File: src/rtl/core/assert_macros.svh
// ----------------------------------------------------------------------------
// Assertion macros shared by the matcher RTL
// ----------------------------------------------------------------------------
`ifndef ASSERT_MACROS_SVH
`define ASSERT_MACROS_SVH

// Same-cycle implication, disabled during reset
`define CNPM_ASSERT_IMPLIES(label, clk, rst, ante, cons) \
   label: assert property (@(posedge clk) disable iff (rst) (ante) |-> (cons)) \
      else $error("cnpm: same-cycle implication failed");

// Next-cycle implication, disabled during reset
`define CNPM_ASSERT_NEXT(label, clk, rst, ante, cons) \
   label: assert property (@(posedge clk) disable iff (rst) (ante) |=> (cons)) \
      else $error("cnpm: next-cycle implication failed");

`endif

File: src/rtl/core/cnpm_pkg.sv
// ----------------------------------------------------------------------------
// cnpm_pkg
// Types, constants and width helpers for the cosine nearest-prototype matcher.
// ----------------------------------------------------------------------------
package cnpm_pkg;

   localparam int VALUE_WIDTH         = 16;
   localparam int CLASS_WIDTH         = 4;
   localparam int ELEMENT_WIDTH       = 7;
   localparam int SIM_WIDTH           = 16;
   localparam int FRAC_SHIFT          = 15;
   localparam int MAX_CLASSES_DEFAULT = 16;
   localparam int EMBED_DIM_DEFAULT   = 128;

   localparam logic signed [SIM_WIDTH-1:0] THRESHOLD_RESET = 16'sd19661;
   localparam logic signed [SIM_WIDTH-1:0] SIM_POS_MAX     = 16'sd32767;
   localparam logic signed [SIM_WIDTH-1:0] SIM_NEG_MAX     = -16'sd32768;

   localparam logic OP_PROTO_WRITE = 1'b0;
   localparam logic OP_QUERY       = 1'b1;

   typedef struct packed {
      logic                           operation;
      logic [CLASS_WIDTH-1:0]         class_index;
      logic [ELEMENT_WIDTH-1:0]       element_index;
      logic signed [VALUE_WIDTH-1:0]  element_value;
      logic                           last;
   } req_payload_type;

   typedef struct packed {
      logic                           match_found;
      logic [CLASS_WIDTH-1:0]         best_class;
      logic signed [SIM_WIDTH-1:0]    best_similarity;
      logic                           query_overflow;
   } rsp_payload_type;

   // controller -> datapath
   typedef struct packed {
      logic take_req;
      logic scan_init;
      logic dot_init;
      logic issue;
      logic mul_init;
      logic mul_step;
      logic sqrt_init;
      logic sqrt_step;
      logic div_init;
      logic div_step;
      logic best_update;
      logic class_next;
      logic finish;
   } cmd_type;

   // datapath -> controller
   typedef struct packed {
      logic scan_go;
      logic class_eligible;
      logic all_issued;
      logic pipe_empty;
      logic norm_zero;
      logic last_class;
      logic rsp_free;
   } status_type;

   function automatic int addr_width(input int depth);
      return (depth > 1) ? $clog2(depth) : 1;
   endfunction

   // width of a sum of squares over dim elements
   function automatic int norm_width(input int dim);
      return 2 * VALUE_WIDTH + $clog2(dim);
   endfunction

endpackage

File: src/rtl/core/cnpm_ctrl.sv
// ----------------------------------------------------------------------------
// cnpm_ctrl
// Sequencer for intake, per-class dot product, product, root and divide.
// ----------------------------------------------------------------------------
`include "assert_macros.svh"

module cnpm_ctrl #(
   parameter int EMBED_DIM = cnpm_pkg::EMBED_DIM_DEFAULT
) (
   input  logic                 clock,
   input  logic                 reset,
   input  cnpm_pkg::status_type st,
   output cnpm_pkg::cmd_type    cmd
);
   import cnpm_pkg::*;

   localparam int NW = norm_width(EMBED_DIM);
   localparam int QW = NW + 1 + FRAC_SHIFT;
   localparam int SW = $clog2(QW + 1);

   typedef enum logic [8:0] {
      ST_IDLE   = 9'b000000001,
      ST_CHECK  = 9'b000000010,
      ST_DOT    = 9'b000000100,
      ST_MUL    = 9'b000001000,
      ST_SQRT   = 9'b000010000,
      ST_DIV    = 9'b000100000,
      ST_BEST   = 9'b001000000,
      ST_NEXT   = 9'b010000000,
      ST_FINISH = 9'b100000000
   } state_type;

   state_type     state_ff, state_in;
   logic [SW-1:0] step_ff, step_in;

   always_comb begin
      state_in = state_ff;
      step_in  = step_ff;
      cmd      = '0;
      case (state_ff)
         ST_IDLE: begin
            cmd.take_req = 1'b1;
            if (st.scan_go) begin
               cmd.scan_init = 1'b1;
               state_in      = ST_CHECK;
            end
         end
         ST_CHECK: begin
            if (st.class_eligible) begin
               cmd.dot_init = 1'b1;
               state_in     = ST_DOT;
            end else begin
               state_in = ST_NEXT;
            end
         end
         ST_DOT: begin
            if (!st.all_issued) begin
               cmd.issue = 1'b1;
            end else if (st.pipe_empty) begin
               step_in  = '0;
               state_in = st.norm_zero ? ST_NEXT : ST_MUL;
            end
         end
         ST_MUL: begin
            cmd.mul_init = (step_ff == '0);
            cmd.mul_step = (step_ff != '0);
            if (step_ff == SW'(NW)) begin
               step_in  = '0;
               state_in = ST_SQRT;
            end else begin
               step_in = step_ff + 1'b1;
            end
         end
         ST_SQRT: begin
            cmd.sqrt_init = (step_ff == '0);
            cmd.sqrt_step = (step_ff != '0);
            if (step_ff == SW'(NW)) begin
               step_in  = '0;
               state_in = ST_DIV;
            end else begin
               step_in = step_ff + 1'b1;
            end
         end
         ST_DIV: begin
            cmd.div_init = (step_ff == '0);
            cmd.div_step = (step_ff != '0);
            if (step_ff == SW'(QW)) begin
               step_in  = '0;
               state_in = ST_BEST;
            end else begin
               step_in = step_ff + 1'b1;
            end
         end
         ST_BEST: begin
            cmd.best_update = 1'b1;
            state_in        = ST_NEXT;
         end
         ST_NEXT: begin
            if (st.last_class) begin
               state_in = ST_FINISH;
            end else begin
               cmd.class_next = 1'b1;
               state_in       = ST_CHECK;
            end
         end
         ST_FINISH: begin
            // hold until the output register can take the result
            if (st.rsp_free) begin
               cmd.finish = 1'b1;
               state_in   = ST_IDLE;
            end
         end
         default: begin
            state_in = ST_IDLE;
            step_in  = '0;
         end
      endcase
   end

   always_ff @(posedge clock) begin
      if (reset) begin
         state_ff <= ST_IDLE;
         step_ff  <= '0;
      end else begin
         state_ff <= state_in;
         step_ff  <= step_in;
      end
   end

   `CNPM_ASSERT_NEXT(a_scan_enters_check, clock, reset,
      st.scan_go && state_ff == ST_IDLE, state_ff == ST_CHECK)
   `CNPM_ASSERT_IMPLIES(a_step_bounded, clock, reset,
      state_ff == ST_MUL || state_ff == ST_SQRT, step_ff <= SW'(NW))
   `CNPM_ASSERT_IMPLIES(a_state_onehot, clock, reset, 1'b1, $onehot(state_ff))
endmodule

File: config.mk
export PLATFORM = sky130hd
export DESIGN_NAME = cnpm_ctrl
export DESIGN_NICKNAME = d
export VERILOG_FILES = /design/src/rtl/core/cnpm_pkg.sv /design/src/rtl/core/cnpm_ctrl.sv
export VERILOG_INCLUDE_DIRS = /design/src /design/src/rtl/core
export SDC_FILE = /design/constraint.sdc
export NUM_CORES = 1
export LEC_CHECK = 0
export BUFFER_PORTS_ARGS = -buffer_cell sky130_fd_sc_hd__buf_2
export CAP_MARGIN = 40
export CORE_UTILIZATION = 58
export CTS_CLUSTER_DIAMETER = 200
export DETAILED_ROUTE_END_ITERATION = 6
export PLACE_DENSITY = 0.83
export SETUP_SLACK_MARGIN = 0.4
export SYNTH_ARGS = -nofsm -noshare
export SYNTH_HDL_FRONTEND = slang
export SYNTH_SLANG_ARGS = --single-unit
File: constraint.sdc
create_clock -name clock -period 5.2 [get_ports clock]
set_input_delay 0.26 -clock clock [delete_from_list [all_inputs] [get_ports clock]]
set_output_delay 0.26 -clock clock [all_outputs]
set_load 0.05 [all_outputs]
==> results.toml, run 1 <==
[status]
status = "completed"

[setup_path]
cp_cell_sequence = "nor4_2, nand2_1, or3_1, inv_1, buf_2"
arrival_ns = 2.43
path_max_fanout = 8
regToRegSetupSlack_ns = 2.87
path_class = "flop to primary output"
crit_family = "simple AND/OR/NAND/NOR gates"
startpoint_type = "flop"
crit_slowest_cell = "nor4_2"
critical_path_required_ns = 4.94
slowest_delay_ns = 0.65
end_kind = "primary output"
cp_num_buf_inv = 2

[timing]
skew_ns = 0.005026
hold_viol_final = 0
setup_viol = 0
layout_worst_path_cycle_share_pct = 51.73
max_slew_margin_pct = 54.13
rsz0062_at_grt = "no"
tightest_slew_ns = 0.6824
fin_tns_setup_ns = 0
slew_violations = 0
period_needed_ns = 2.690
fmax_ghz = 0.3717

[clocking]
root_buffer = "clkbuf_4"
cts_resized = 0
ctsHoldBuffers = 0
cts_buffers = 3
max-clock-path-buffers = 2
clk_pin_slew_worst_paths_ns = 0.10
postCtsSetupRepairBufs = 0
cts_tree = "built"
htree_levels = 1
clk_latency_ns = 0.30
clock-sinks = 15

[synthesis]
synthDistinctLibCells = 42
post-synth-top-count-cell = "nor2_1"
synth.area.top_cells = "dfxtp_1 27%, nor2_1 7.1%, nand2_1 3.7%"
synthFlopType = "dfxtp_1"
syn_area_um2 = 1112
synth.avg_cell_area_um2 = 7.415
yosysTopAreaCell = "dfxtp_1"
synth_nets = 161
synth_common_cells = "21 x nor2_1, 15 x dfxtp_1, 11 x nand2_1"
ys_ff_latch = 15
netlist.area_leader.share_pct = 27.00
synth_async_sr_flop_share_pct = 0
netlist_instances = 150
synth_edf_count = 0
yosys_warnings = 0
yosysSeqAreaShare_pct = 27.00

[route]
wl_per_cell_um = 14.21
viasPerCell = 6.246
vias = 1193
wl_um = 2714
ant_nets = 0
firstDrtPassIters = 4
post-route-drc-count = 0
drtIter0Drc = 51

[placement]
dpl.hpwl_um = 1994
dp.cells = 187
gp_congestion = 0.8640
port_buffers = 21

[final_layout]
num-fill-cells = 160
finalNonFillerCells = 191
layout.nets = 178
n_antenna_cell = 0
syn_to_final_growth_pct = 10.01
drive_above_1_share_pct = 19.28
fin_util_pct = 69.36

[job]
maxCapViolCount = 0

[grt]
antenna_found_initial = 0
grtUsageTotal_pct = 28.75
grt_pass1_wl_um = 4333
grt_overflow = 0
grt_max_degree = 16
grt_pass1_vias = 1009

[pwr]
ir_drop_mv = 0.4166
totalPowerFinal_mw = 0.3799
powerDensity_nw_per_um2 = 310.5
power_leakage_nw = 0.5080

[die]
core_area_um2 = 1764
start_util_pct = 63.05
ios = 22
die-area_um2 = 2097
fp-row-count = 15
die_h_um = 45.79
fp.dieW_um = 45.79

[min_path]
hp-class = "input pin to flop"
==> layer usage <==
metal	vias up	share of wire, %	track usage (%)
met2	66	47	47.14
met4	0	1.8	12.35
met3	8	7.3	5.556
met1	537	44	36.47
li1	582	-	-
met5	-	0	0
==> layout make-up <==
class                           instances  area (um2)  area share (%)
Clock inverter                          1       5.005          0.4090
Multi-Input combinational cell        116       721.9           59.00
Clock buffer                            3       22.52           1.840
Inverter                               10       37.54           3.067
Sequential cell                        15       300.3           24.54
Tap cell                               25       31.28           2.556
Timing Repair Buffer                   21       105.1           8.589
==> flip-flops by register name, indices dropped and copies added (netlist names) <==
name / cells
state_ff: 9
step_ff: 6
==> logic make-up after synthesis <==
logic type / Yosys count / synth area share [%]
AND/OR/NAND/NOR: 78 / 39.15
buffers and inverters: 19 / 8.098
AO/OA/AOI/OAI: 32 / 20.36
flip-flops: 15 / 27.00
adder cells (fa/ha/maj): 2 / 2.249
XOR/XNOR: 4 / 3.149
==> placed cells by master, fill, tap and decap left out, types with 3 or more instances in the layout <==
master / n
nand3_1: 8
clkbuf_4: 3
a21oi_1: 8
nor4_1: 5
a31oi_1: 3
nand4_1: 3
nor2_1: 21
nand2_1: 11
dfxtp_1: 15
xor2_1: 4
buf_2: 21
o21ai_0: 6
nor3_1: 5
or3_1: 6
inv_1: 10
==> path summary, 6_finish.rpt <==
path / start / to / cells past startpoint
worst max register to register: state_ff[4] / state_ff[1] / 5
worst min-delay path: st[1] / state_ff[8] / 3
worst min register to register: step_ff[0] / step_ff[0] / 2
worst max-delay path: state_ff[4] / cmd[10] / 5
==> report_power, final <==
group | switching (mW) | total, mW | internal (mW) | leakage, nW
sequential | 0.0210 | 0.144 | 0.123 | 0.121
clock | 0.0440 | 0.0727 | 0.0287 | 0.0177
combinational | 0.112 | 0.164 | 0.0520 | 0.369
==> worst register-to-register path: stages, from the launching register on <==
cell and delay [ns]:
dfxtp_1 0.40, nor4_2 0.65, nand2_1 0.32, o31ai_1 0.55
or2_1 0.23, nor4_1 0.07
==> stage by stage <==
stage	area [um2]	setup slack (ns)	hold WS, ns
CTS	1224	2.533	0.2154
detailed placement	1196	2.882	0.5218
floorplan	1112	2.231	0.3383
finish	1224	2.510	0.2064
global placement	1196	2.932	0.5103
global route	1224	2.360	0.2073
No activity file was read; power rests on OpenSTA's default activity.
==> run 2, diff against run 1 <==
Settings changed: ABC_AREA set to 1, CORE_UTILIZATION 58 to 50, PLACE_DENSITY 0.83 to 0.75.
Clock period 5.2 ns to 2.4 ns, I/O delays scaled along.
==> results.toml, run 2 <==
[status]
status = "completed"

[synthesis]
synth_edf_count = 0
yosysTopAreaCell = "dfxtp_1"
ys_ff_latch = 15
synth_async_sr_flop_share_pct = 0
synthFlopType = "dfxtp_1"
synth.avg_cell_area_um2 = 5.996
syn_area_um2 = 1325
synth.area.top_cells = "dfxtp_1 23%, nand2_1 17%, nor2_1 12%"
synthDistinctLibCells = 23
post-synth-top-count-cell = "nand2_1"
synth_common_cells = "59 x nand2_1, 44 x nor2_1, 36 x inv_1"
netlist.area_leader.share_pct = 22.66
synth_nets = 232
yosys_warnings = 0
yosysSeqAreaShare_pct = 22.66
netlist_instances = 221

[grt]
grt_pass1_vias = 1103
antenna_found_initial = 0
grt_max_degree = 13
grt_pass1_wl_um = 4574
grt_overflow = 0
grtUsageTotal_pct = 22.19

[route]
wl_per_cell_um = 10.29
post-route-drc-count = 0
firstDrtPassIters = 4
ant_nets = 0
drtIter0Drc = 32
viasPerCell = 4.787
vias = 1302
wl_um = 2798

[final_layout]
most-common-layout-cells = "59 x nand2_1, 44 x nor2_1, 36 x inv_1"
n_antenna_cell = 0
final_common_cell = "nand2_1"
largest-register = "state_ff"
drive_above_1_share_pct = 21.49
fin_util_pct = 58.21
syn_to_final_growth_pct = 9.821
reg_top3 = "state_ff: 9 flops, step_ff: 6 flops"
layout.nets = 254
largest_register_ff_count = 9

[timing]
rsz0062_at_grt = "no"
skew_ns = 0.002079
tightest_slew_ns = 0.4651
hold_viol_final = 0
period_needed_ns = 1.736
max_slew_margin_pct = 68.71
setup_viol = 0
layout_worst_path_cycle_share_pct = 72.32
fmax_ghz = 0.5762
fin_tns_setup_ns = 0
slew_violations = 0

[die]
fp.dieW_um = 53.48
fp-row-count = 18
die-area_um2 = 2860
core_area_um2 = 2500
ios = 22
die_h_um = 53.48
start_util_pct = 53.00

[setup_path]
regToRegSetupSlack_ns = 0.74
regToRegStartpoint = "state_ff[0]"
path_max_fanout = 6
startpoint_type = "flop"
critical_path_required_ns = 2.28
arrival_ns = 1.62
end_kind = "primary output"
path_class = "flop to primary output"
cp-startpoint = "state_ff[7]"
rr_endpoint = "state_ff[0]"
r2r_cells = 9

[pwr]
ir_drop_mv = 0.7308
powerDensity_nw_per_um2 = 1044
power_leakage_nw = 0.7724

[clocking]
clk_pin_slew_worst_paths_ns = 0.09
htree_levels = 1
cts_tree = "built"
clk_latency_ns = 0.28
cts_resized = 0
clock-sinks = 15
max-clock-path-buffers = 2
postCtsSetupRepairBufs = 0
ctsHoldBuffers = 0
root_buffer = "clkbuf_4"
cts_buffers = 3

[min_path]
holdPathEnd = "state_ff[8]"
hp-class = "input pin to flop"
hold_path_startpoint = "reset"
hold_path_depth = 2

[job]
maxCapViolCount = 0

[placement]
port_buffers = 21
gp_congestion = 0.8212
dpl.hpwl_um = 2309
==> run 2: worst max path at each step <==
stage	cells past startpoint	slack, ns	end
5_1_grt	6	0.54	cmd[5]
6_report	6	0.66	cmd[10]
3_5_place_dp	9	0.76	state_ff[0]
3_3_place_gp	9	0.79	state_ff[0]
2_1_floorplan	10	0.51	step_ff[5]
4_1_cts	6	0.65	cmd[8]
==> run 2: cell families after synthesis <==
family          after synthesis  share of synthesized area [%]
compound gates                9                          3.589
fa+ha+maj                     2                          1.888
buf+inv                      43                          14.45
flops                        15                          22.66
simple gates                152                          57.41
==> run 2: area by class of cell <==
class                      instances  area [um2]
clock buffer                       4       26.28
fill                             256        1045
inverter                          39       146.4
multi-input combinational        163       839.6
sequential                        15       300.3
tap                               30       37.54
timing repair buffer              21       105.1
==> run 2: where the power goes <==
part	total (mW)	internal, mW	switching, mW	leakage, nW
Combinational	1.03	0.303	0.724	0.636
Clock	0.145	0.0645	0.0804	0.0150
Sequential	0.347	0.290	0.0571	0.122
Total	1.52	0.658	0.862	0.772
==> run 2: through the flow <==
stage          total power, mW  setup slack (ns)  cell area, um2  instances  hold WS (ns)
2_1_floorplan            1.210            0.5092            1331        221        0.1891
3_3_place_gp             1.375            0.7874            1429        268        0.3633
3_5_place_dp             1.374            0.7605            1429        268        0.3673
4_1_cts                  1.524            0.6474            1455        272       0.05890
5_1_grt                  1.671            0.5377            1455        272       0.05732
6_report                 1.519            0.6644            1455        272       0.06268
==> run 2: worst max-delay path, stage by stage (launching register included) <==
cell and delay, ns:
dfxtp_1 0.35, nor2_4 0.22, nand3_4 0.16, inv_1 0.10
nand2_1 0.08, nor2_1 0.14, buf_2 0.29
==> run 2: per-layer routing <==
layer / vias up / part of all wire, % / global-route usage [%]
met5: - / 0 / 0
li1: 715 / - / -
met4: 0 / 0.75 / 5.263
met2: 15 / 49 / 42.08
met3: 2 / 2.7 / 1.724
met1: 570 / 48 / 26.24
